`config.mk`:
```
export PLATFORM = sky130hd
export DESIGN_NAME = char_lcd_nibble_controller
export DESIGN_NICKNAME = d
export VERILOG_FILES = /design/src/hw/rtl/lcdn_pkg.sv /design/src/hw/rtl/lcdn_regs.sv /design/src/hw/rtl/lcdn_front.sv /design/src/hw/rtl/lcdn_queue.sv /design/src/hw/rtl/lcdn_back.sv /design/src/hw/rtl/char_lcd_nibble_controller.sv
export SDC_FILE = /design/constraint.sdc
export NUM_CORES = 1
export LEC_CHECK = 0
export BUFFER_PORTS_ARGS = -buffer_cell sky130_fd_sc_hd__buf_2
export CELL_PAD_IN_SITES_DETAIL_PLACEMENT = 1
export CELL_PAD_IN_SITES_GLOBAL_PLACEMENT = 1
export CORE_ASPECT_RATIO = 0.6
export CORE_MARGIN = 2
export CORE_UTILIZATION = 40
export CTS_CLUSTER_SIZE = 28
export DETAILED_ROUTE_END_ITERATION = 10
export PLACE_DENSITY_LB_ADDON = 0.1
export SYNTH_ARGS = -nofsm -noshare
export SYNTH_HDL_FRONTEND = slang
export SYNTH_SLANG_ARGS = --single-unit
export TNS_END_PERCENT = 50
```
`constraint.sdc`:
```
create_clock -name clk -period 4.3 [get_ports clk]
set_input_delay 0.43 -clock clk [delete_from_list [all_inputs] [get_ports clk]]
set_output_delay 0.43 -clock clk [all_outputs]
set_load 0.02 [all_outputs]
```
`src/hw/rtl/lcdn_pkg.sv`:
```
// Shared types, codes and constants for the character LCD nibble controller.
package lcdn_pkg;

  // Operation codes of an input beat
  typedef enum logic [1:0] {
    OP_INIT  = 2'd0,
    OP_PUT   = 2'd1,
    OP_GOTO  = 2'd2,
    OP_CLEAR = 2'd3
  } op_t;

  // Register indexes on the configuration port (paddr[2])
  localparam logic REG_COLUMNS = 1'b0;
  localparam logic REG_ROWS    = 1'b1;

  // Command queue geometry
  localparam int QDEPTH = 4;
  localparam int QPTR_W = $clog2(QDEPTH);
  localparam int QCNT_W = $clog2(QDEPTH + 1);

  // Display command bytes
  localparam logic [7:0] CMD_SET_ADDR  = 8'h80;
  localparam logic [7:0] CMD_CLEAR     = 8'h01;
  localparam logic [7:0] CMD_FUNC_SET  = 8'h28;
  localparam logic [7:0] CMD_DISP_OFF  = 8'h08;
  localparam logic [7:0] CMD_DISP_ON   = 8'h0C;

  // Waits in microseconds
  localparam logic [10:0] WAIT_CLEAR_US = 11'd2000;
  localparam logic [10:0] WAIT_CMD_US   = 11'd50;
  localparam logic [15:0] WAKE0_US      = 16'd40000;
  localparam logic [15:0] WAKE1_US      = 16'd5000;
  localparam logic [15:0] WAKE2_US      = 16'd100;

  // Register values as the hardware sees them
  typedef struct packed {
    logic [5:0] columns;
    logic [2:0] rows;
  } cfg_t;

  // One queued command for the back end
  typedef struct packed {
    op_t        kind;
    logic [7:0] byte_a;    // data byte of a put
    logic       has_addr;  // put wrapped: set-address follows
    logic [7:0] byte_b;    // set-address byte
  } cmd_t;

  // Row start addresses in display RAM
  function automatic logic [6:0] line_base(input logic [1:0] row);
    logic [6:0] base;
    case (row)
      2'd0:    base = 7'h00;
      2'd1:    base = 7'h40;
      2'd2:    base = 7'h20;
      default: base = 7'h60;
    endcase
    return base;
  endfunction

  // Columns in use, limited to 1..32
  function automatic logic [5:0] eff_cols(input logic [5:0] c);
    logic [5:0] r;
    if (c == 6'd0) r = 6'd1;
    else if (c > 6'd32) r = 6'd32;
    else r = c;
    return r;
  endfunction

  // Rows in use, limited to 1..4
  function automatic logic [2:0] eff_rows(input logic [2:0] c);
    logic [2:0] r;
    if (c == 3'd0) r = 3'd1;
    else if (c > 3'd4) r = 3'd4;
    else r = c;
    return r;
  endfunction

  // Command bytes sent after the wake-up nibbles
  function automatic logic [7:0] init_byte(input logic [1:0] idx);
    logic [7:0] b;
    case (idx)
      2'd0:    b = CMD_FUNC_SET;
      2'd1:    b = CMD_DISP_OFF;
      2'd2:    b = CMD_CLEAR;
      default: b = CMD_DISP_ON;
    endcase
    return b;
  endfunction

endpackage

```
`src/hw/rtl/lcdn_regs.sv`:
```
// Configuration registers behind the APB-style port.
module lcdn_regs import lcdn_pkg::*; (
  input  logic        clk,
  input  logic        rst_n,
  input  logic        psel,
  input  logic        penable,
  input  logic        pwrite,
  input  logic [2:0]  paddr,
  input  logic [31:0] pwdata,
  output logic [31:0] prdata,
  output logic        pready,
  output cfg_t        cfg
);

  logic [5:0] columns_r;
  logic [2:0] rows_r;
  logic       wr_en;

  assign pready = 1'b1;
  assign wr_en  = psel && penable && pwrite;

  // register write
  always_ff @(posedge clk) begin
    if (!rst_n) begin
      columns_r <= 6'd16;
      rows_r    <= 3'd2;
    end else if (wr_en) begin
      if (paddr[2] == REG_COLUMNS) columns_r <= pwdata[5:0];
      else                         rows_r    <= pwdata[2:0];
    end
  end

  // read mux
  always_comb begin
    if (paddr[2] == REG_COLUMNS) prdata = {26'd0, columns_r};
    else                         prdata = {29'd0, rows_r};
  end

  assign cfg.columns = columns_r;
  assign cfg.rows    = rows_r;

endmodule

```
`src/hw/rtl/lcdn_front.sv`:
```
// Front end: accepts operations, tracks the cursor, builds queued commands.
module lcdn_front import lcdn_pkg::*; (
  input  logic       clk,
  input  logic       rst_n,
  input  cfg_t       cfg,
  input  logic       in_valid,
  output logic       in_ready,
  input  logic [1:0] in_operation,
  input  logic [7:0] in_char_code,
  input  logic [5:0] in_target_col,
  input  logic [2:0] in_target_row,
  input  logic       q_full,
  output logic       push,
  output cmd_t       cmd
);

  logic [4:0] cursor_col_r, cursor_col_nxt;
  logic [1:0] cursor_row_r, cursor_row_nxt;
  logic [5:0] cols_e;
  logic [2:0] rows_e;
  op_t        op;

  // put character: next column and wrap target
  logic [5:0] col_inc;
  logic       put_wrap;
  logic [2:0] row_inc;
  logic [1:0] put_row;

  // goto: wrapped position and address
  logic       g_wrap;
  logic [5:0] g_col;
  logic [3:0] g_row_a;
  logic [1:0] g_row;
  logic [6:0] g_addr;

  assign op       = op_t'(in_operation);
  assign cols_e   = eff_cols(cfg.columns);
  assign rows_e   = eff_rows(cfg.rows);
  assign in_ready = !q_full;
  assign push     = in_valid && in_ready;

  assign col_inc  = {1'b0, cursor_col_r} + 6'd1;
  assign put_wrap = col_inc >= cols_e;
  assign row_inc  = {1'b0, cursor_row_r} + 3'd1;
  assign put_row  = (row_inc >= rows_e) ? 2'd0 : row_inc[1:0];

  assign g_wrap  = in_target_col >= cols_e;
  assign g_col   = g_wrap ? 6'd0 : in_target_col;
  assign g_row_a = g_wrap ? ({1'b0, in_target_row} + 4'd1) : {1'b0, in_target_row};
  assign g_row   = (g_row_a >= {1'b0, rows_e}) ? 2'd0 : g_row_a[1:0];
  assign g_addr  = line_base(g_row) + g_col[6 - 1:0];

  // command build and cursor update
  always_comb begin
    cmd.kind       = op;
    cmd.byte_a     = in_char_code;
    cmd.has_addr   = 1'b0;
    cmd.byte_b     = CMD_SET_ADDR;
    cursor_col_nxt = cursor_col_r;
    cursor_row_nxt = cursor_row_r;
    case (op)
      OP_INIT: begin
        cursor_col_nxt = 5'd0;
        cursor_row_nxt = 2'd0;
      end
      OP_PUT: begin
        if (put_wrap) begin
          cmd.has_addr   = 1'b1;
          cmd.byte_b     = CMD_SET_ADDR | {1'b0, line_base(put_row)};
          cursor_col_nxt = 5'd0;
          cursor_row_nxt = put_row;
        end else begin
          cursor_col_nxt = col_inc[4:0];
        end
      end
      OP_GOTO: begin
        cmd.byte_b     = CMD_SET_ADDR | {1'b0, g_addr};
        cursor_col_nxt = g_col[4:0];
        cursor_row_nxt = g_row;
      end
      default: begin
      end
    endcase
  end

  // cursor state
  always_ff @(posedge clk) begin
    if (!rst_n) begin
      cursor_col_r <= 5'd0;
      cursor_row_r <= 2'd0;
    end else if (push) begin
      cursor_col_r <= cursor_col_nxt;
      cursor_row_r <= cursor_row_nxt;
    end
  end

endmodule

```
`src/hw/rtl/lcdn_queue.sv`:
```
// Short command queue between front and back ends.
module lcdn_queue import lcdn_pkg::*; (
  input  logic clk,
  input  logic rst_n,
  input  logic push,
  input  cmd_t push_cmd,
  input  logic pop,
  output logic full,
  output logic head_valid,
  output cmd_t head
);

  cmd_t              ent_r [QDEPTH];
  logic [QPTR_W-1:0] wr_ptr_r, rd_ptr_r;
  logic [QCNT_W-1:0] count_r;

  assign full       = count_r == QCNT_W'(QDEPTH);
  assign head_valid = count_r != '0;
  assign head       = ent_r[rd_ptr_r];

  // entry storage
  always_ff @(posedge clk) begin
    if (push) ent_r[wr_ptr_r] <= push_cmd;
  end

  // pointers and fill count
  always_ff @(posedge clk) begin
    if (!rst_n) begin
      wr_ptr_r <= '0;
      rd_ptr_r <= '0;
      count_r  <= '0;
    end else begin
      if (push) wr_ptr_r <= wr_ptr_r + QPTR_W'(1);
      if (pop)  rd_ptr_r <= rd_ptr_r + QPTR_W'(1);
      if (push && !pop)      count_r <= count_r + QCNT_W'(1);
      else if (pop && !push) count_r <= count_r - QCNT_W'(1);
    end
  end

`ifndef SYNTHESIS
  a_cnt_bound: assert property (@(posedge clk) disable iff (!rst_n)
    count_r <= QCNT_W'(QDEPTH))
    else $error("queue count above depth");
  a_pop_nonempty: assert property (@(posedge clk) disable iff (!rst_n)
    pop |-> head_valid)
    else $error("queue popped while empty");
`endif

endmodule

```
`src/hw/rtl/lcdn_back.sv`:
```
// Back end: steps through queued commands, one nibble beat per cycle while out_ready holds.
module lcdn_back import lcdn_pkg::*; (
  input  logic        clk,
  input  logic        rst_n,
  input  logic        head_valid,
  input  cmd_t        head,
  output logic        pop,
  output logic        out_valid,
  input  logic        out_ready,
  output logic        out_register_select,
  output logic [3:0]  out_nibble,
  output logic [15:0] out_wait_before_us,
  output logic [10:0] out_wait_after_us,
  output logic        out_last
);

  logic [3:0]  step_r;
  logic        out_valid_r;
  logic        rs_r;
  logic [3:0]  nib_r;
  logic [15:0] before_r;
  logic [10:0] after_r;
  logic        last_r;

  logic        load;
  logic [3:0]  n_steps;
  logic        is_last;
  logic [7:0]  cur_byte;
  logic        rs_c;
  logic [3:0]  nib_c;
  logic [15:0] before_c;
  logic [10:0] after_c;

  // nibble for the current step of the head command
  always_comb begin
    n_steps  = 4'd2;
    cur_byte = CMD_CLEAR;
    rs_c     = 1'b0;
    nib_c    = 4'd0;
    before_c = 16'd0;
    after_c  = 11'd0;
    case (head.kind)
      OP_INIT: begin
        n_steps  = 4'd12;
        cur_byte = init_byte(step_r[2:1] + 2'd2);
      end
      OP_PUT: begin
        n_steps  = head.has_addr ? 4'd4 : 4'd2;
        cur_byte = step_r[1] ? head.byte_b : head.byte_a;
        rs_c     = !step_r[1];
      end
      OP_GOTO: begin
        cur_byte = head.byte_b;
      end
      default: begin
        cur_byte = CMD_CLEAR;
      end
    endcase
    nib_c = step_r[0] ? cur_byte[3:0] : cur_byte[7:4];
    // only the clear command gets the long wait; a data byte never does
    if (step_r[0]) after_c = (!rs_c && cur_byte == CMD_CLEAR) ? WAIT_CLEAR_US : WAIT_CMD_US;
    // wake-up nibbles at the start of init
    if (head.kind == OP_INIT && step_r < 4'd4) begin
      after_c = 11'd0;
      case (step_r[1:0])
        2'd0: begin
          nib_c    = 4'h3;
          before_c = WAKE0_US;
        end
        2'd1: begin
          nib_c    = 4'h3;
          before_c = WAKE1_US;
        end
        2'd2: begin
          nib_c    = 4'h3;
          before_c = WAKE2_US;
        end
        default: begin
          nib_c    = 4'h2;
          before_c = 16'd0;
        end
      endcase
    end
  end

  assign is_last = step_r == (n_steps - 4'd1);
  assign load    = head_valid && (!out_valid_r || out_ready);
  assign pop     = load && is_last;

  // step counter and output valid
  always_ff @(posedge clk) begin
    if (!rst_n) begin
      step_r      <= 4'd0;
      out_valid_r <= 1'b0;
    end else begin
      if (load) step_r <= is_last ? 4'd0 : step_r + 4'd1;
      if (load)           out_valid_r <= 1'b1;
      else if (out_ready) out_valid_r <= 1'b0;
    end
  end

  // output payload
  always_ff @(posedge clk) begin
    if (load) begin
      rs_r     <= rs_c;
      nib_r    <= nib_c;
      before_r <= before_c;
      after_r  <= after_c;
      last_r   <= is_last;
    end
  end

  assign out_valid           = out_valid_r;
  assign out_register_select = rs_r;
  assign out_nibble          = nib_r;
  assign out_wait_before_us  = before_r;
  assign out_wait_after_us   = after_r;
  assign out_last            = last_r;

`ifndef SYNTHESIS
  a_step_range: assert property (@(posedge clk) disable iff (!rst_n)
    head_valid |-> step_r < n_steps)
    else $error("step past end of command");
  a_idle_step: assert property (@(posedge clk) disable iff (!rst_n)
    pop |=> step_r == 4'd0)
    else $error("step not rewound after last beat");
`endif

endmodule

```
`src/hw/rtl/char_lcd_nibble_controller.sv`:
```
// Top level of the character LCD nibble controller.
//
// Usage:
//   Input channel (in_valid/in_ready) takes one operation per beat: init,
//   put character, goto or clear. Output channel (out_valid/out_ready)
//   gives one nibble transfer per beat with register select, the nibble,
//   the waits before and after the enable pulse, and out_last on the final
//   transfer of an operation. columns and rows sit on the APB-style port
//   at byte addresses 0 and 4; write them only while the block is idle.
//   The first nibble of an accepted operation is registered first in the
//   queue, then in the back-end output register.
//   Throughput: one nibble per cycle while out_ready holds, set by the
//   step counter: put is 2 nibbles (4 on wrap), goto and clear 2, init 12.
//   A 4-entry command queue lets the front accept while the back works.
//   Reset sets columns 16, rows 2, cursor to zero and empties the queue.
//   When out_ready is low the held nibble stays put, the back end stalls,
//   and the front keeps accepting until the queue fills.
module char_lcd_nibble_controller import lcdn_pkg::*; (
  input  logic        clk,
  input  logic        rst_n,
  input  logic        psel,
  input  logic        penable,
  input  logic        pwrite,
  input  logic [2:0]  paddr,
  input  logic [31:0] pwdata,
  output logic [31:0] prdata,
  output logic        pready,
  input  logic        in_valid,
  output logic        in_ready,
  input  logic [1:0]  in_operation,
  input  logic [7:0]  in_char_code,
  input  logic [5:0]  in_target_col,
  input  logic [2:0]  in_target_row,
  output logic        out_valid,
  input  logic        out_ready,
  output logic        out_register_select,
  output logic [3:0]  out_nibble,
  output logic [15:0] out_wait_before_us,
  output logic [10:0] out_wait_after_us,
  output logic        out_last
);

  cfg_t cfg;
  cmd_t push_cmd;
  cmd_t head;
  logic push;
  logic pop;
  logic q_full;
  logic head_valid;

  // configuration registers
  lcdn_regs u_regs (
    .clk     (clk),
    .rst_n   (rst_n),
    .psel    (psel),
    .penable (penable),
    .pwrite  (pwrite),
    .paddr   (paddr),
    .pwdata  (pwdata),
    .prdata  (prdata),
    .pready  (pready),
    .cfg     (cfg)
  );

  // accept and classify
  lcdn_front u_front (
    .clk           (clk),
    .rst_n         (rst_n),
    .cfg           (cfg),
    .in_valid      (in_valid),
    .in_ready      (in_ready),
    .in_operation  (in_operation),
    .in_char_code  (in_char_code),
    .in_target_col (in_target_col),
    .in_target_row (in_target_row),
    .q_full        (q_full),
    .push          (push),
    .cmd           (push_cmd)
  );

  // command queue
  lcdn_queue u_queue (
    .clk        (clk),
    .rst_n      (rst_n),
    .push       (push),
    .push_cmd   (push_cmd),
    .pop        (pop),
    .full       (q_full),
    .head_valid (head_valid),
    .head       (head)
  );

  // nibble sequencer
  lcdn_back u_back (
    .clk                 (clk),
    .rst_n               (rst_n),
    .head_valid          (head_valid),
    .head                (head),
    .pop                 (pop),
    .out_valid           (out_valid),
    .out_ready           (out_ready),
    .out_register_select (out_register_select),
    .out_nibble          (out_nibble),
    .out_wait_before_us  (out_wait_before_us),
    .out_wait_after_us   (out_wait_after_us),
    .out_last            (out_last)
  );

endmodule
```
==> flow_summary.yaml <==
clock_tree:
  clockBufferDepth: 2
  cts_hold_buf: 0
  clkLatencyLatePin_ns: 0.43
  post_cts_resized: 0
  htreeDepth: 4
  cts.clk_slew.worst_paths_ns: 0.06
  postCtsSetupBuffers: 0
  cts_root_buffer: "clkbuf_16"
  cts_made_buffers: 17
  cts_tree: "built"
  cts_sinks: 116
power:
  peakVddDrop_v: 0.0003863
  power.density_mw_per_mm2: 591.8
  power_leakage_nw: 2.845
  power_w: 0.004161
sta:
  tightest_slew_ns: 1.105
  timing.hold.ws_ns: 0.2179
  final.setup.tns_ns: 0
  hold_violations: 0
  max_clock_freq_mhz: 251.4
  setup_viol: 0
  final.setup_skew_ns: 0.01286
  grt_setup_unrepaired: "no"
  fin_crit_ns: 3.978
  maxSlewHeadroom_pct: 26.35
  period_share_pct: 92.51
  slew_viol_final: 0
job:
  maxCapViolations: 0
floorplan:
  die_x_um: 163.0
  std_cell_rows: 34
  start_util_pct: 41.45
  core_mm2: 0.01463
  io_pins: 129
  die-area_mm2: 0.01620
  die_y_um: 99.39
logic_synthesis:
  synth_area_leaders: "edfxtp_1, dfxtp_1, ha_1"
  yosys.cell_count.top_type: "edfxtp_1"
  synth_warnings: 0
  avgSynthCellArea_um2: 12.30
  syn_inst: 493
  ys_seq_elements: 116
  syn_area_mm2: 0.006066
  synth_edf_count: 86
  synth_top_area_share_pct: 42.57
  async_flop_share_pct: 0
  synth.distinct_cells: 62
  ys.flop_type: "edfxtp_1"
  yosysTopAreaCell: "edfxtp_1"
  synth_commonest_cells: "edfxtp_1, buf_4, ha_1, nand2_1, dfxtp_1"
  yosysSeqAreaShare_pct: 52.48
setup_path:
  cp-start-kind: "flop"
  critical-path-max-stage-delay_ns: 0.36
  cp_max_fo: 5
  r2r-start: "u_regs.columns_r[3]"
  rrSetupSlack_ns: 0.32
  worstPathArrival_ns: 4.27
  cp_top_family: "compound AO/OA/AOI/OAI gates"
  crit_required_ns: 4.59
  r2r_end: "u_queue.ent_r[3][6]"
  crit_slowest_cell: "o311ai_0"
  path_buf_inv: 1
  r2r_cells: 17
  cp-end-kind: "flop"
  critical_path_class: "reg -> reg"
  crit_chain: "nor4_1 > nor2_1 > nor2_1 > ha_1 > nand2b_1 > a21oi_2 > o21ai_0 > a31oi_2 > o21ai_0 > ha_1 > a21o_1 > a21o_1 > nor2_1 > ha_1 > or3_1 > o311ai_0 > buf_4"
hold_path:
  hp-class: "in -> reg"
  min_to: "u_queue.ent_r[0][13]"
  hold_depth: 1
  min_from: "in_char_code[4]"
routing:
  wl_per_cell_um: 18.87
  drc_errors: 0
  ant_nets: 0
  post_drt_via_cell_ratio: 5.214
  vias: 4015
  drt-total-wl_mm: 14.53
  dr.pass1.iters: 4
  drt_iter0_drc: 300
grt:
  overflow: 0
  grt_max_degree: 29
  grt_pass1_vias: 4031
  grt_first_pass_wirelength_mm: 22.82
  antenna_found_initial: 0
  grt.total_usage_pct: 19.05
run_status:
  status: "finished clean"
layout:
  syn_to_final_growth_pct: 15.90
  drive_above_1_share_pct: 23.78
  fillCellCount: 1542
  fin_nets: 656
  diodes: 0
placed_design:
  port_buffers: 65
  dpl.hpwl_mm: 10.43
  place.gp.congestion: 0.8184
area by class of cell:
class,count,area [um^2],share of cell area (%)
Clock buffer,17,425.4,6.051
Clock inverter,15,170.2,2.420
Inverter,17,63.81,0.9076
Multi-Input combinational cell,332,2540,36.13
Sequential cell,116,3183,45.27
Tap cell,198,247.7,3.524
Timing Repair Buffer,75,400.4,5.695
metrics by stage:
step	instance area, um^2	setup WS [ns]	util [%]	std cells
global placement	6425	0.3070	43.90	738
finish	7030	0.3223	48.04	770
detailed placement	6425	0.1605	43.90	738
floorplan	6190	0.7188	-	526
CTS	7020	0.1131	47.97	770
global route	7030	0.04394	48.04	770
state kept, by name, summed over array words and instances, names as in the netlist, named ones only:
signal                      count
u_back.out_valid                1
u_queue.ent_r                  72
u_back.out_wait_after_us        3
u_back.out_last                 1
u_back.out_wait_before_us       5
u_queue.rd_ptr_r                2
u_queue.wr_ptr_r                2
u_regs.columns_r                6
u_back.step_r                   4
u_back.out_nibble               4
u_front.cursor_row_r            2
u_queue.count_r                 3
u_regs.rows_r                   3
u_front.cursor_col_r            5
u_back.out_register_select      1
report_power, final:
group          total [W]  leakage, nW  internal [W]  switching, W
logic            0.00118         1.50      0.000418      0.000759
registers        0.00154         1.05       0.00144     0.0000991
clock network    0.00144        0.290      0.000869      0.000572
worst max path at each step:
stage | startpoint | endpoint | cells after the start
2_1_floorplan | u_regs.columns_r[3] | u_queue.ent_r[0][6] | 16
3_3_place_gp | u_regs.columns_r[3] | u_queue.ent_r[2][6] | 17
3_5_place_dp | u_regs.columns_r[3] | u_queue.ent_r[2][6] | 17
4_1_cts | u_regs.columns_r[3] | u_queue.ent_r[0][6] | 17
5_1_grt | u_regs.columns_r[3] | u_queue.ent_r[2][6] | 17
6_report | u_regs.columns_r[3] | u_queue.ent_r[3][6] | 17
kinds of logic after synthesis:
family / synth area share [%]
AOI/OAI and AO/OA: 9.117
xor gates and xnor gates: 1.155
adders and majority gates: 7.550
buffers and inverters: 7.859
DFF: 52.48
muxes: 10.02
other: 0.1238
and+or+nand+nor: 11.70
per-layer routing:
metal	routed length (um)	share of wire [%]	GRT usage (%)	vias to the layer above
met2	6190	43	26.21	122
met1	7310	50	29.15	2002
met4	184	1.3	7.692	0
li1	-	-	-	1872
met5	0	0	0	-
met3	848	5.8	3.878	19
layout by cell type (no fill, tap or decap), types with 9 or more instances in the layout:
master	instances
a21o_1	10
a21oi_1	17
and2_1	12
and3_1	11
buf_2	65
buf_4	10
clkbuf_16	17
conb_1	35
dfxtp_1	30
edfxtp_1	86
ha_1	35
inv_1	16
mux2i_1	18
mux4_2	17
nand2_1	35
nand2b_1	9
nand3_1	12
nor2_1	18
nor2b_1	16
o21ai_0	12
worst reg2reg max path, stage by stage (launching register included):
cell and delay [ns]:
dfxtp_1 0.34, nor4_1 0.29, nor2_1 0.10, nor2_1 0.17
ha_1 0.25, nand2b_1 0.15, a21oi_2 0.20, o21ai_0 0.17
a31oi_2 0.28, o21ai_0 0.15, ha_1 0.29, a21o_1 0.13
a21o_1 0.18, nor2_1 0.07, ha_1 0.19, or3_1 0.31
o311ai_0 0.36, buf_4 0.20
Power figures use the tool's default switching activity.
